**src/rtl/core/dmph_pkg.sv**
```systemverilog
// Package with the shared types, constants and codes of the double modulus prefix hash core.
package dmph_pkg;

  localparam int unsigned MAX_LEN_DEF = 4096;

  localparam logic [29:0] MOD_A = 30'd1000000007;
  localparam logic [29:0] MOD_B = 30'd1000000009;
  // Barrett factors floor(2^60 / M), worked out at elaboration.
  localparam logic [30:0] MU_A = 31'((64'd1 << 60) / 64'(MOD_A));
  localparam logic [30:0] MU_B = 31'((64'd1 << 60) / 64'(MOD_B));

  localparam logic [7:0] CHAR_OFFSET = 8'd96;

  localparam logic [29:0] BASE_A_RST     = 30'd47;
  localparam logic [29:0] BASE_B_RST     = 30'd31;
  localparam logic [29:0] INV_BASE_A_RST = 30'd404255322;
  localparam logic [29:0] INV_BASE_B_RST = 30'd838709685;

  localparam logic [1:0] CFG_BASE_A     = 2'd0;
  localparam logic [1:0] CFG_BASE_B     = 2'd1;
  localparam logic [1:0] CFG_INV_BASE_A = 2'd2;
  localparam logic [1:0] CFG_INV_BASE_B = 2'd3;

  localparam logic [1:0] STAT_OK    = 2'd0;
  localparam logic [1:0] STAT_FULL  = 2'd1;
  localparam logic [1:0] STAT_RANGE = 2'd2;

  localparam logic CMD_APPEND = 1'b0;
  localparam logic CMD_QUERY  = 1'b1;

  typedef enum logic {
    OP_APPEND,
    OP_QUERY
  } op_e;

  typedef enum logic [3:0] {
    ST_IDLE,
    ST_AP0,
    ST_AP1,
    ST_AP2,
    ST_AWAIT,
    ST_QRD,
    ST_QSUB,
    ST_QMUL,
    ST_QWAIT
  } state_e;

  typedef struct packed {
    logic        command;
    logic        new_string;
    logic [7:0]  letter;
    logic [11:0] left;
    logic [11:0] right;
  } in_req_t;

  typedef struct packed {
    logic [29:0] hash_a;
    logic [29:0] hash_b;
    logic [1:0]  status;
  } out_req_t;

  typedef struct packed {
    op_e         op;
    logic        fresh;
    logic [7:0]  letter;
    logic [11:0] left;
    logic [11:0] right;
  } entry_t;

  typedef struct packed {
    logic [29:0] base_a;
    logic [29:0] base_b;
    logic [29:0] inv_base_a;
    logic [29:0] inv_base_b;
  } cfg_t;

endpackage

```
**src/rtl/core/dmph_front.sv**
```systemverilog
// Front end: accepts requests, classifies them and queues them for the back end.
module dmph_front (
  input  logic              clk_i,
  input  logic              rst_ni,
  input  logic              in_valid_i,
  output logic              in_stall_o,
  input  dmph_pkg::in_req_t in_req_i,
  output logic              q_valid_o,
  output dmph_pkg::entry_t  q_entry_o,
  input  logic              q_pop_i
);

  dmph_pkg::entry_t fifo_q [2];
  dmph_pkg::entry_t entry;
  logic             wr_ptr_q;
  logic             rd_ptr_q;
  logic [1:0]       count_q;
  logic             push;

  always_comb begin
    entry.op     = (in_req_i.command == dmph_pkg::CMD_APPEND) ? dmph_pkg::OP_APPEND
                                                              : dmph_pkg::OP_QUERY;
    entry.fresh  = in_req_i.new_string;
    entry.letter = in_req_i.letter;
    entry.left   = in_req_i.left;
    entry.right  = in_req_i.right;
  end

  assign in_stall_o = (count_q == 2'd2);
  assign push       = in_valid_i && !in_stall_o;
  assign q_valid_o  = (count_q != 2'd0);
  assign q_entry_o  = fifo_q[rd_ptr_q];

  always_ff @(posedge clk_i or negedge rst_ni) begin
    if (!rst_ni) begin
      wr_ptr_q <= 1'b0;
      rd_ptr_q <= 1'b0;
      count_q  <= 2'd0;
    end else begin
      if (push) begin
        wr_ptr_q <= !wr_ptr_q;
      end
      if (q_pop_i) begin
        rd_ptr_q <= !rd_ptr_q;
      end
      count_q <= count_q + 2'(push) - 2'(q_pop_i);
    end
  end

  always_ff @(posedge clk_i) begin
    if (push) begin
      fifo_q[wr_ptr_q] <= entry;
    end
  end

endmodule

```
**config.mk**
```make
export PLATFORM = sky130hd
export DESIGN_NAME = dmph_front
export DESIGN_NICKNAME = d
export VERILOG_FILES = /design/src/rtl/core/dmph_pkg.sv /design/src/rtl/core/dmph_front.sv
export SDC_FILE = /design/constraint.sdc
export NUM_CORES = 1
export LEC_CHECK = 0
export ABC_AREA = 1
export CAP_MARGIN = 20
export CORE_MARGIN = 2
export CORE_UTILIZATION = 45
export DETAILED_ROUTE_END_ITERATION = 7
export DONT_BUFFER_PORTS = 1
export GPL_ROUTABILITY_DRIVEN = 0
export PLACE_DENSITY = 0.58
export SLEW_MARGIN = 20
export SYNTH_ARGS = -nofsm -noshare
export SYNTH_HDL_FRONTEND = slang
export SYNTH_SLANG_ARGS = --single-unit
```
**constraint.sdc**
```tcl
create_clock -name clk_i -period 3.9 [get_ports clk_i]
set_input_delay 0.585 -clock clk_i [delete_from_list [all_inputs] [get_ports clk_i]]
set_output_delay 0.585 -clock clk_i [all_outputs]
set_load 0.02 [all_outputs]
```
==> results.md, run 1 <==
* Post-synth cell types at 15
* DIE WIDTH at 82.6 um
* WL per Instance at approximately 14 um
* Post-synthesis compound-gate area fraction at 0.0693
* Pre-Repair DR Iteration Count at 3
* Hold crit path type: input pin to flip-flop
* Maxcap violations at 0
* Diodes inserted at 0
* CTS tree: built
* Post-Synth Adder-Cell Area at 0.00900
* Effective utilization at floorplan at 0.467
* Simple-gate share of the synthesized area at 0.0644
* Slowest cell on the critical path: dfrtp_2
* Pwr Total at about 2.4 mW
* Mapped Area at 2780 um2
* Synth cell count leaders: edfxtp_1 (68), nand2_1 (44), inv_1 (42), o21ai_0 (23), o21ai_2 (6)
* Placement Setup Slack at between 1.5 and 2 ns
* Vias per Instance at about 4.7
* Vias at approximately 1400
* Clk sinks at between 70 and 80
* # IOs at 74
* Layout Cells excl Fill at between 200 and 300
* Share of cells above drive strength 1 at 0.101
* Hold Fails Final Rpt at 0
* Tightest Pin Transition at 1.00 ns
* Avg Cell Area, Syn at approximately 13 um2
* LEAKAGE at between 1 and 1.5 nW
* Dominant cell type by area after synthesis: edfxtp_1
* Synth area leaders: edfxtp_1 (73%), nand2_1 (5.9%), inv_1 (5.7%)
* DRT iter0 DRCs at 89
* Status: complete, no violations
* Worst hold slack at about 0.32 ns
* Sw power at ~0.89 mW
* Initial antenna violation count at 0
* Syn nets at between 200 and 250
* Rel. slew slack at 0.332
* Clk_skew at 0.00423 ns
* Port Buf Inserts at 0
* Setup TNS at 0 ns
* Post_cts resized at 0
* Clock power frac at 0.229
* Syn. warnings at 0
* Worst Path Max Fanout at between 40 and 50
* Post-DRT Antenna Nets at 0
* Power density cells at about 800 nW/um2
* Largest net degree at the start of global routing at 42
* Crit-path cells: buf_4 > o21ai_0
* P&R area growth vs syn at 8.33%
* H-tree levels at 3
* Top-count cell post-synth: edfxtp_1
* Share of the synthesized area in the top cell type at 0.734
* Core box area at around 6000 um2
* XOR/XNOR Fraction of Synth Area at 0.00315
* Post-synthesis async set-or-reset flop share at 0.0556
* Post-route setup slack at 1.38 ns
* Flop pwr share at 0.491
* Worst EP required at between 3 and 4 ns
* CTS clock-pin slew for the worst setup and hold paths at ~0.070 ns
* First-pass GRT wire length at 6240 um
* Minimum clock period after layout at 2.52 ns
* DRC at 0
* Routed WL at about 4200 um
* Final period util at 0.647
* Fin. max-slew vios at 0
* Flip-flop and latch count after synthesis at just over 70
* Maximum cell stage delay along the critical path at 0.67 ns
* Max clock buf depth at 2
* Cell count after synthesis at 206
* CP startpoint kind: flip-flop
* Net Sw Frac at 0.378
* CTS root buf: clkbuf_8
* Postcts setup bufs at 0
* Worst-skew pair later-pin latency at 0.34 ns
* Unrepaired setup endpoints after global routing: no
* Gr usage total at 0.135
* Critical path type: flip-flop to primary output
* Int Power at between 1 and 1.5 mW
* Vias in the first global route at between 1000 and 1500
* Data arrival time of the worst path at roughly 1.9 ns
* Ys flop type: edfxtp_1
* Placement Rows at 28
* Total gr overflow at 0
* Finished Core Util at 0.506
* # nets final at ~250
* Number of instances in the placed design at roughly 280
* Die height at roughly 83 um
* Max Freq at between 300 and 400 MHz
* DP Area at ~2800 um2
* Total CTS buffers at 9
* Post-synth EDFFs at 68
* Multiplexer share of the synthesized area at 0
* Die Area at 6820 um2
* Logic gate share of total power at 0.280
* Largest family of logic cells by synthesized area: buffers and inverters
* Seq/Total Area, Yosys at 0.770
* Cell area after layout at 3010 um2
* CP endpoint kind: primary output
* Peak VDD IR at 0.384 mV
* Dpl hpwl at 2670 um
* Finish-stage setup viols at 0
registers in the layout, indices dropped and copies added, names as in the netlist:
register,flops
count_q,2
wr_ptr_q,1
fifo_q,68
rd_ptr_q,1
area by class of cell:
cell class | count | area [um2]
Timing Repair Buffer | 3 | 25.0
Multi-Input combinational cell | 84 | 413
Clock buffer | 11 | 131
Inverter | 42 | 158
Clock inverter | 5 | 47.5
Fill cell | 523 | 2940
Sequential cell | 72 | 2140
Tap cell | 75 | 93.8
power by group through the flow:
stage	sequential (mW)	combinational, mW	clock (mW)
floorplan	1.11	0.679	0
finish	1.16	0.661	0.539
global route	1.19	0.748	0.580
detailed placement	1.18	0.676	0
CTS	1.16	0.679	0.558
global placement	1.17	0.671	0
layout by cell type, fill, tap and decap left out, drive strengths merged:
cell type	n
edfxtp	68
nand2	44
inv	42
o21ai	34
clkbuf	11
dfrtp	4
clkinv	4
nand3	2
ha	2
buf	2
nor2	1
xor2	1
bufinv	1
dlygate4sd3	1
timing repair:
item / 4_1_cts / 5_1_grt
hold endpoints to repair: 4 / 0
hold buffers: 1 / 0
endpoints found under the setup margin: 0 / 0
path summary, 6_finish.rpt:
| path | slack, ns | from | end | depth (start not counted) |
|---|---|---|---|---|
| worst max-delay path | 1.38 | rd_ptr_q$_DFFE_PN0P_ | q_entry_o[3] | 2 |
| worst min-delay path | 0.32 | q_pop_i | rd_ptr_q$_DFFE_PN0P_ | 1 |
| worst max register to register | 2.10 | count_q[0]$_DFF_PN0_ | fifo_q[1][5]$_DFFE_PP_ | 4 |
| worst min register to register | 0.50 | wr_ptr_q$_DFFE_PN0P_ | wr_ptr_q$_DFFE_PN0P_ | 2 |
| max in group asynchronous | 3.16 | rst_ni | rd_ptr_q$_DFFE_PN0P_ | 1 |
| min in group asynchronous | 0.53 | rst_ni | count_q[1]$_DFF_PN0_ | 1 |
critical path, delay by kind of cell, from the launching register on:
family / cells / cell delay [ns]
AO/OA/AOI/OAI: 1 / 0.58
buffers and inverters: 1 / 0.34
flip-flops: 1 / 0.67
metal layers:
metal	vias up	part of all wire	track usage
met5	-	0	0
met3	12	0.11	0.0717
met4	0	0.028	0.0984
li1	695	-	-
met2	51	0.50	0.223
met1	622	0.37	0.127
logic make-up after synthesis:
group	after synthesis
adder cells (fa/ha/maj)	2
XOR/XNOR	1
flip-flops	72
AND/OR/NAND/NOR	47
AO/OA/AOI/OAI	34
buffers and inverters	50
No activity file was read; power rests on OpenSTA's default activity.
==> run 2, diff against run 1 <==
--- a/config.mk
+++ b/config.mk
@@ -5,14 +5,14 @@
 export SDC_FILE = /design/constraint.sdc
 export NUM_CORES = 1
 export LEC_CHECK = 0
-export ABC_AREA = 1
+export ABC_AREA = 0
 export CAP_MARGIN = 20
 export CORE_MARGIN = 2
 export CORE_UTILIZATION = 45
 export DETAILED_ROUTE_END_ITERATION = 7
 export DONT_BUFFER_PORTS = 1
 export GPL_ROUTABILITY_DRIVEN = 0
-export PLACE_DENSITY = 0.58
+export PLACE_DENSITY = 0.6
 export SLEW_MARGIN = 20
 export SYNTH_ARGS = -nofsm -noshare
 export SYNTH_HDL_FRONTEND = slang
==> constraint.sdc (replaced) <==
create_clock -name clk_i -period 2.1 [get_ports clk_i]
set_input_delay 0.315 -clock clk_i [delete_from_list [all_inputs] [get_ports clk_i]]
set_output_delay 0.315 -clock clk_i [all_outputs]
set_load 0.02 [all_outputs]
==> run 2 against run 1 <==
Sequential cell count is the same. Critical path depth is the same. Wire length fell by 5.0%. Setup slack worse by 1.2 ns. Synthesized cell count fell by 40%. First-iteration DRC count decreased by 69%. Sequential share of layout area is 2.3 points lower. Critical endpoint is now q_entry_o[17]. Largest cell class unchanged. Largest power group unchanged.
==> results.md, run 2 <==
* Effective utilization at floorplan at 0.470 (was 0.467)
* Vias per Instance at 5.13 (was 4.73)
* Vias at 1108 (was 1380)
* DRC at 0 (unchanged)
* Hold Fails Final Rpt at 0 (unchanged)
* Biggest regs: fifo_q (68), count_q (2) (unchanged)
* Vias in the first global route at 1181 (was 1300)
* Status: complete, no violations (unchanged)
* Critical Path Start: rd_ptr_q$_DFFE_PN0P_ (unchanged)
* Port Buf Inserts at 0 (unchanged)
* Setup TNS at 0 ns (unchanged)
* CTS Hold Bufs at 1 (unchanged)
* Rel. slew slack at 0.723 (was 0.332)
* CTS tree: built (unchanged)
* Gr usage total at 0.122 (was 0.135)
* Pre-Repair DR Iteration Count at 4 (was 3)
* Int Power at 3.22 mW (was 1.47 mW)
* Share of the synthesized area in the top cell type at 0.730 (was 0.734)
* Critical Path Sink: q_entry_o[17] (was q_entry_o[3])
* First-pass GRT wire length at 6110 um (was 6240 um)
* Clk sinks at 72 (unchanged)
* # IOs at 74 (unchanged)
* Largest register FFs at 68 (unchanged)
* CTS clock-pin slew for the worst setup and hold paths at 0.08 ns (was 0.07 ns)
* Largest net degree at the start of global routing at 24 (was 42)
* Logic gate share of total power at 0.324 (was 0.280)
* R2r startpoint: count_q[1]$_DFF_PN0_ (was count_q[0]$_DFF_PN0_)
* Sw power at 1.50 mW (was 0.891 mW)
* Clk_skew at 0.00632 ns (was 0.00423 ns)
* Share of cells above drive strength 1 at 0.418 (was 0.101)
* Diodes inserted at 0 (unchanged)
* Data arrival time of the worst path at 1.60 ns (was 1.94 ns)
* Mapped Area at 2800 um2 (was 2780 um2)
* WL per Instance at 18.5 um (was 14.4 um)
* Critical path type: flip-flop to primary output (unchanged)
* Postcts setup bufs at 0 (unchanged)
* Power density cells at 1520 nW/um2 (was 784 nW/um2)
* Top-count cell post-synth: edfxtp_1 (unchanged)
* Post-synthesis async set-or-reset flop share at 0.0556 (unchanged)
* Worst EP required at 1.78 ns (was 3.31 ns)
* Max Freq at approximately 520 MHz
* Syn nets at 163 (was 246)
* Worst Path Max Fanout at 13 (was 41)
* Die height at 82.9 um (was 82.6 um)
* Worst R2R Setup Slack at 0.46 ns (was 2.10 ns)
* Total CTS buffers at 9 (unchanged)
* Initial antenna violation count at 0 (unchanged)
* Placement Rows at 28 (unchanged)
* H-tree levels at 3 (unchanged)
* Cell count after synthesis at 123 (was 206)
* Synth area leaders: edfxtp_1 (73%), mux2_4 (16%), dfrtp_1 (3.6%) (was edfxtp_1 (73%), nand2_1 (5.9%), inv_1 (5.7%))
* # nets final at 176 (was 252)
* Worst-skew pair later-pin latency at 0.33 ns (was 0.34 ns)
* Die Area at 6870 um2 (was 6820 um2)
* Worst reg2reg path depth at 7 (was 4)
* Finish-stage setup viols at 0 (unchanged)
* Post_cts resized at 0 (unchanged)
* Most frequent cells in the layout: edfxtp_1 (68), mux2_4 (29), clkbuf_8 (11) (was edfxtp_1 (68), nand2_1 (44), inv_1 (42))
* Post-synth EDFFs at 68 (unchanged)
* Ys flop type: edfxtp_1 (unchanged)
* Unrepaired setup endpoints after global routing: no (unchanged)
* Top reg by flops: fifo_q (unchanged)
* Dpl hpwl at 2810 um (was 2670 um)
* Post-DRT Antenna Nets at 0 (unchanged)
* DP Area at 2890 um2 (was 2820 um2)
* Reg2reg end: count_q[1]$_DFF_PN0_ (was fifo_q[1][5]$_DFFE_PP_)
* Max clock buf depth at 2 (unchanged)
* Syn. warnings at 0 (unchanged)
* DIE WIDTH at 82.9 um (was 82.6 um)
* Hold crit path type: input pin to flip-flop (unchanged)
* Seq/Total Area, Yosys at 0.765 (was 0.770)
* Fin. max-slew vios at 0 (unchanged)
* CTS root buf: clkbuf_8 (unchanged)
* Tightest Pin Transition at 0.414 ns (was 1.00 ns)
* Maxcap violations at 0 (unchanged)
* Flop pwr share at 0.448 (was 0.491)
* DRT iter0 DRCs at 28 (was 89)
* P&R area growth vs syn at 11.1% (was 8.33%)
* Synth cell count leaders: edfxtp_1 (68), mux2_4 (29), mux2_2 (5), dfrtp_1 (4) (was edfxtp_1 (68), nand2_1 (44), inv_1 (42), o21ai_0 (23), o21ai_2 (6))
* Clock power frac at 0.228 (was 0.229)
* LEAKAGE at 1.13 nW (was 1.19 nW)
* Pwr Total at 4.72 mW (was 2.36 mW)
* Minimum clock period after layout at 1.91 ns
* Total gr overflow at 0 (unchanged)
* CP startpoint kind: flip-flop (unchanged)
* Post-synth cell types at 15 (unchanged)
* Hold Path Depth at 1 (unchanged)
* Cell area after layout at 3110 um2 (was 3010 um2)
* Core box area at 5960 um2 (unchanged)
* Dominant cell type by area after synthesis: edfxtp_1 (unchanged)
* Routed WL at 4000 um (was 4210 um)
* Flip-flop and latch count after synthesis at 72 (unchanged)
* Peak VDD IR at 0.930 mV (was 0.384 mV)
* Final period util at 0.911
* Avg Cell Area, Syn at 22.8 um2 (was 13.5 um2)
* Net Sw Frac at 0.318 (was 0.378)
* CP endpoint kind: primary output (unchanged)
* Commonest non-fill, non-tap cell in the layout: edfxtp_1 (unchanged)
run 2: cell count changes after synthesis, moves of 2 or more:
cell,before,now
o21ai_2,6,0
o21ai_0,23,0
mux2_2,0,5
buf_12,0,3
nand2_1,44,1
o21ai_1,5,0
nand3_1,2,0
inv_1,42,2
mux2_4,0,29
buf_2,3,0
xnor2_1,0,3
buf_8,2,0
run 2: how the worst min path moves through the flow:
| stage | endpoint | slack, ns | startpoint |
|---|---|---|---|
| 2_1_floorplan | count_q[0]$_DFF_PN0_ | 0.02 | rst_ni |
| 3_3_place_gp | count_q[0]$_DFF_PN0_ | 0.02 | rst_ni |
| 3_5_place_dp | wr_ptr_q$_DFFE_PN0P_ | 0.02 | rst_ni |
| 4_1_cts | rd_ptr_q$_DFFE_PN0P_ | 0.03 | q_pop_i |
| 5_1_grt | rd_ptr_q$_DFFE_PN0P_ | 0.03 | q_pop_i |
| 6_report | rd_ptr_q$_DFFE_PN0P_ | 0.05 | q_pop_i |
run 2: power groups by stage:
stage / sequential, mW / clock (mW) / combinational, mW
3_3_place_gp: 2.13 / 0 / 1.53
5_1_grt: 2.15 / 1.18 / 1.62
3_5_place_dp: 2.15 / 0 / 1.56
4_1_cts: 2.12 / 1.11 / 1.56
6_report: 2.11 / 1.08 / 1.53
2_1_floorplan: 2.07 / 0 / 1.47
run 2: cell families after synthesis:
| group | share of synthesized area |
|---|---|
| flops | 0.765 |
| fa+ha+maj | 0.00894 |
| buf+inv | 0.0282 |
| xor+xnor | 0.0125 |
| mux | 0.176 |
| simple gates | 0.00939 |
run 2: per-layer routing:
metal	share of wire	global-route usage	up-vias	wire, um
li1	-	-	500	-
met2	0.51	0.193	57	2030
met3	0.12	0.0686	10	470
met5	0	0	-	0
met1	0.36	0.124	541	1420
met4	0.020	0.0760	0	79
run 2: per-stage QoR:
stage | hold slack, ns | util | cells | worst slack (ns)
global route | 0.0313 | 0.522 | 216 | 0.0903
floorplan | 0.0194 | - | 123 | 0.208
global placement | 0.0195 | 0.486 | 199 | 0.541
CTS | 0.0321 | 0.522 | 216 | 0.134
detailed placement | 0.0195 | 0.486 | 199 | 0.483
finish | 0.0521 | 0.522 | 216 | 0.186
run 2: worst max-delay path, stage by stage, from the launching register on:
cell and delay, ns:
dfrtp_2 0.56, buf_4 0.33, mux2_4 0.37
run 2: layout make-up:
class                   count  area, um2
inverters                   2       7.51
flip-flops and latches     72       2140
well taps                  75       93.8
repair buffers              6       72.6
clock buffers              11        151
multi-input cells          45        587
clock inverters             5       55.1
fillers                   496       2850
==> run 3, diff against run 2 <==
--- a/config.mk
+++ b/config.mk
@@ -13,6 +13,7 @@
 export DONT_BUFFER_PORTS = 1
 export GPL_ROUTABILITY_DRIVEN = 0
 export PLACE_DENSITY = 0.6
+export RECOVER_POWER = 100
 export SLEW_MARGIN = 20
 export SYNTH_ARGS = -nofsm -noshare
 export SYNTH_HDL_FRONTEND = slang
==> run 3 against run 2 <==
Setup slack got worse by 0.014 ns. Clock-buffer cell count did not move. Non-clock buffer count did not move. Sequential power barely moved. Maximum frequency fell by 0.74%. Register-to-register slack got worse by 0.24 ns. First-iteration DRC count rose by 11%. Cell area fell by 1.2%. Critical path type unchanged.
==> results.md, run 3 (synthesized netlist as in run 2, its figures left out) <==
* Status: complete, no violations (unchanged)
* Routed WL at 4010 um (was 4000 um)
* Maximum cell stage delay along the critical path at 0.53 ns (was 0.56 ns)
* Effective utilization at floorplan at 0.470 (unchanged)
* P&R area growth vs syn at 9.79% (was 11.1%)
* Critical path type: flip-flop to primary output (unchanged)
* Die height at 82.9 um (unchanged)
* Initial antenna violation count at 0 (unchanged)
* Die Area at 6870 um2 (unchanged)
* Worst-skew pair later-pin latency at 0.33 ns (about the same)
* Total CTS buffers at 9 (unchanged)
* DIE WIDTH at 82.9 um (unchanged)
* Vias in the first global route at 1181 (unchanged)
* Gr usage total at 0.122 (unchanged)
* Buf/Inv on CP at 1 (unchanged)
* Clk_skew at 0.00635 ns (was 0.00632 ns)
* WP depth at 2 (unchanged)
* Pre-Repair DR Iteration Count at 4 (unchanged)
* LEAKAGE at 1.10 nW (was 1.13 nW)
* Largest net degree at the start of global routing at 24 (unchanged)
* Largest register FFs at 68 (unchanged)
* Fillcell total at 498 (was 496)
* Clk sinks at 72 (unchanged)
* Critical Path Sink: q_entry_o[17] (unchanged)
* H-tree levels at 3 (unchanged)
* CP endpoint kind: primary output (unchanged)
* Peak VDD IR at 0.897 mV (was 0.930 mV)
* Worst R2R Setup Slack at 0.22 ns (was 0.46 ns)
* Placement Setup Slack at 0.483 ns (unchanged)
* Hold Path Depth at 1 (unchanged)
* Unrepaired setup endpoints after global routing: no (unchanged)
* Share of cells above drive strength 1 at 0.340 (was 0.418)
* Port Buf Inserts at 0 (unchanged)
* Hold Fails Final Rpt at 0 (unchanged)
* Post_cts resized at 0 (unchanged)
* Total gr overflow at 0 (unchanged)
* Reg2reg end: fifo_q[1][11]$_DFFE_PP_ (was count_q[1]$_DFF_PN0_)
* Biggest regs: fifo_q (68), count_q (2) (unchanged)
* Diodes inserted at 0 (unchanged)
* Placement Rows at 28 (unchanged)
* Data arrival time of the worst path at 1.61 ns (was 1.60 ns)
* Critical Path Start: rd_ptr_q$_DFFE_PN0P_ (unchanged)
* Vias at 1112 (was 1108)
* Most frequent cells in the layout: edfxtp_1 (68), mux2_4 (24), clkbuf_8 (11) (was edfxtp_1 (68), mux2_4 (29), clkbuf_8 (11))
* Number of instances in the placed design at 199 (unchanged)
* Rel. slew slack at 0.528 (was 0.723)
* Final period util at 0.918 (was 0.911)
* Tightest Pin Transition at 0.708 ns (was 0.414 ns)
* Max Freq at 519 MHz (was 522 MHz)
* CTS root buf: clkbuf_8 (unchanged)
* Crit-path cells: clkbuf_4 > mux2_4 (was buf_4 > mux2_4)
* Vias per Instance at 5.15 (was 5.13)
* CTS Hold Bufs at 1 (unchanged)
* Worst Path Max Fanout at 13 (unchanged)
* WL per Instance at 18.6 um (was 18.5 um)
* Minimum clock period after layout at 1.93 ns (was 1.91 ns)
* Worst hold slack at 0.0534 ns (was 0.0521 ns)
* CP startpoint kind: flip-flop (unchanged)
* Setup TNS at 0 ns (unchanged)
* Worst reg2reg path depth at 3 (was 7)
* Top reg by flops: fifo_q (unchanged)
* Worst EP required at 1.78 ns (about the same)
* # nets final at 176 (unchanged)
* Dpl hpwl at 2810 um (unchanged)
* Post-DRT Antenna Nets at 0 (unchanged)
* Hold crit path type: input pin to flip-flop (unchanged)
* Largest delay contributor family on the critical path: flip-flops (unchanged)
* Fin. max-slew vios at 0 (unchanged)
* DRT iter0 DRCs at 31 (was 28)
* DRC at 0 (unchanged)
* Postcts setup bufs at 0 (unchanged)
* First-pass GRT wire length at 6110 um (unchanged)
* R2r startpoint: count_q[1]$_DFF_PN0_ (unchanged)
* Layout Cells excl Fill at 216 (unchanged)
* Max clock buf depth at 2 (unchanged)
* Slowest cell on the critical path: dfrtp_2 (unchanged)
* Power density cells at 1510 nW/um2 (was 1520 nW/um2)
* Post-route setup slack at 0.172 ns (was 0.186 ns)
* # IOs at 74 (unchanged)
* Core box area at 5960 um2 (unchanged)
* CTS tree: built (unchanged)
* Commonest non-fill, non-tap cell in the layout: edfxtp_1 (unchanged)
* Maxcap violations at 0 (unchanged)
* Finish-stage setup viols at 0 (unchanged)
* CTS clock-pin slew for the worst setup and hold paths at 0.08 ns (about the same)
## run 3: cell types whose count changed in the layout (fill, tap and decap cells not counted), sizes merged
cell,before,now
buf,5,2
clkbuf,11,14
## run 3: how the worst min path moves through the flow
stage,startpoint,to,slack [ns]
final,q_pop_i,rd_ptr_q$_DFFE_PN0P_,0.05
after global routing,q_pop_i,rd_ptr_q$_DFFE_PN0P_,0.03
after CTS,q_pop_i,rd_ptr_q$_DFFE_PN0P_,0.03
after detailed placement,rst_ni,wr_ptr_q$_DFFE_PN0P_,0.02
after global placement,rst_ni,count_q[0]$_DFF_PN0_,0.02
after floorplan,rst_ni,count_q[0]$_DFF_PN0_,0.02
## run 3: power by group
group / leakage, nW / total (mW) / switching, mW / internal (mW)
sequential: 0.677 / 2.10 / 0.133 / 1.97
combinational: 0.323 / 1.45 / 0.884 / 0.563
clock: 0.101 / 1.07 / 0.466 / 0.609
## run 3: per-stage QoR
step           total power [mW]  utilization  cell area [um2]
2_1_floorplan              3.54            -             2800
3_3_place_gp               3.66        0.486             2890
3_5_place_dp               3.71        0.486             2890
4_1_cts                    4.80        0.522             3110
5_1_grt                    4.85        0.516             3070
6_report                   4.62        0.516             3070
## run 3: routing by layer
layer | track usage | routed length (um) | vias to the layer above | part of all wire
li1 | - | - | 500 | -
met1 | 0.124 | 1430 | 545 | 0.36
met2 | 0.193 | 2030 | 57 | 0.51
met3 | 0.0686 | 467 | 10 | 0.12
met4 | 0.0760 | 77 | 0 | 0.019
met5 | 0 | 0 | - | 0
## run 3: area by class of cell
cell class	count	area (um2)	share of cell area
Timing Repair Buffer	6	60.1	0.0195
Tap cell	75	93.8	0.0305
Inverter	2	7.51	0.00244
Sequential cell	72	2140	0.697
Clock buffer	11	151	0.0493
Multi-Input combinational cell	45	562	0.183
Clock inverter	5	55.1	0.0179
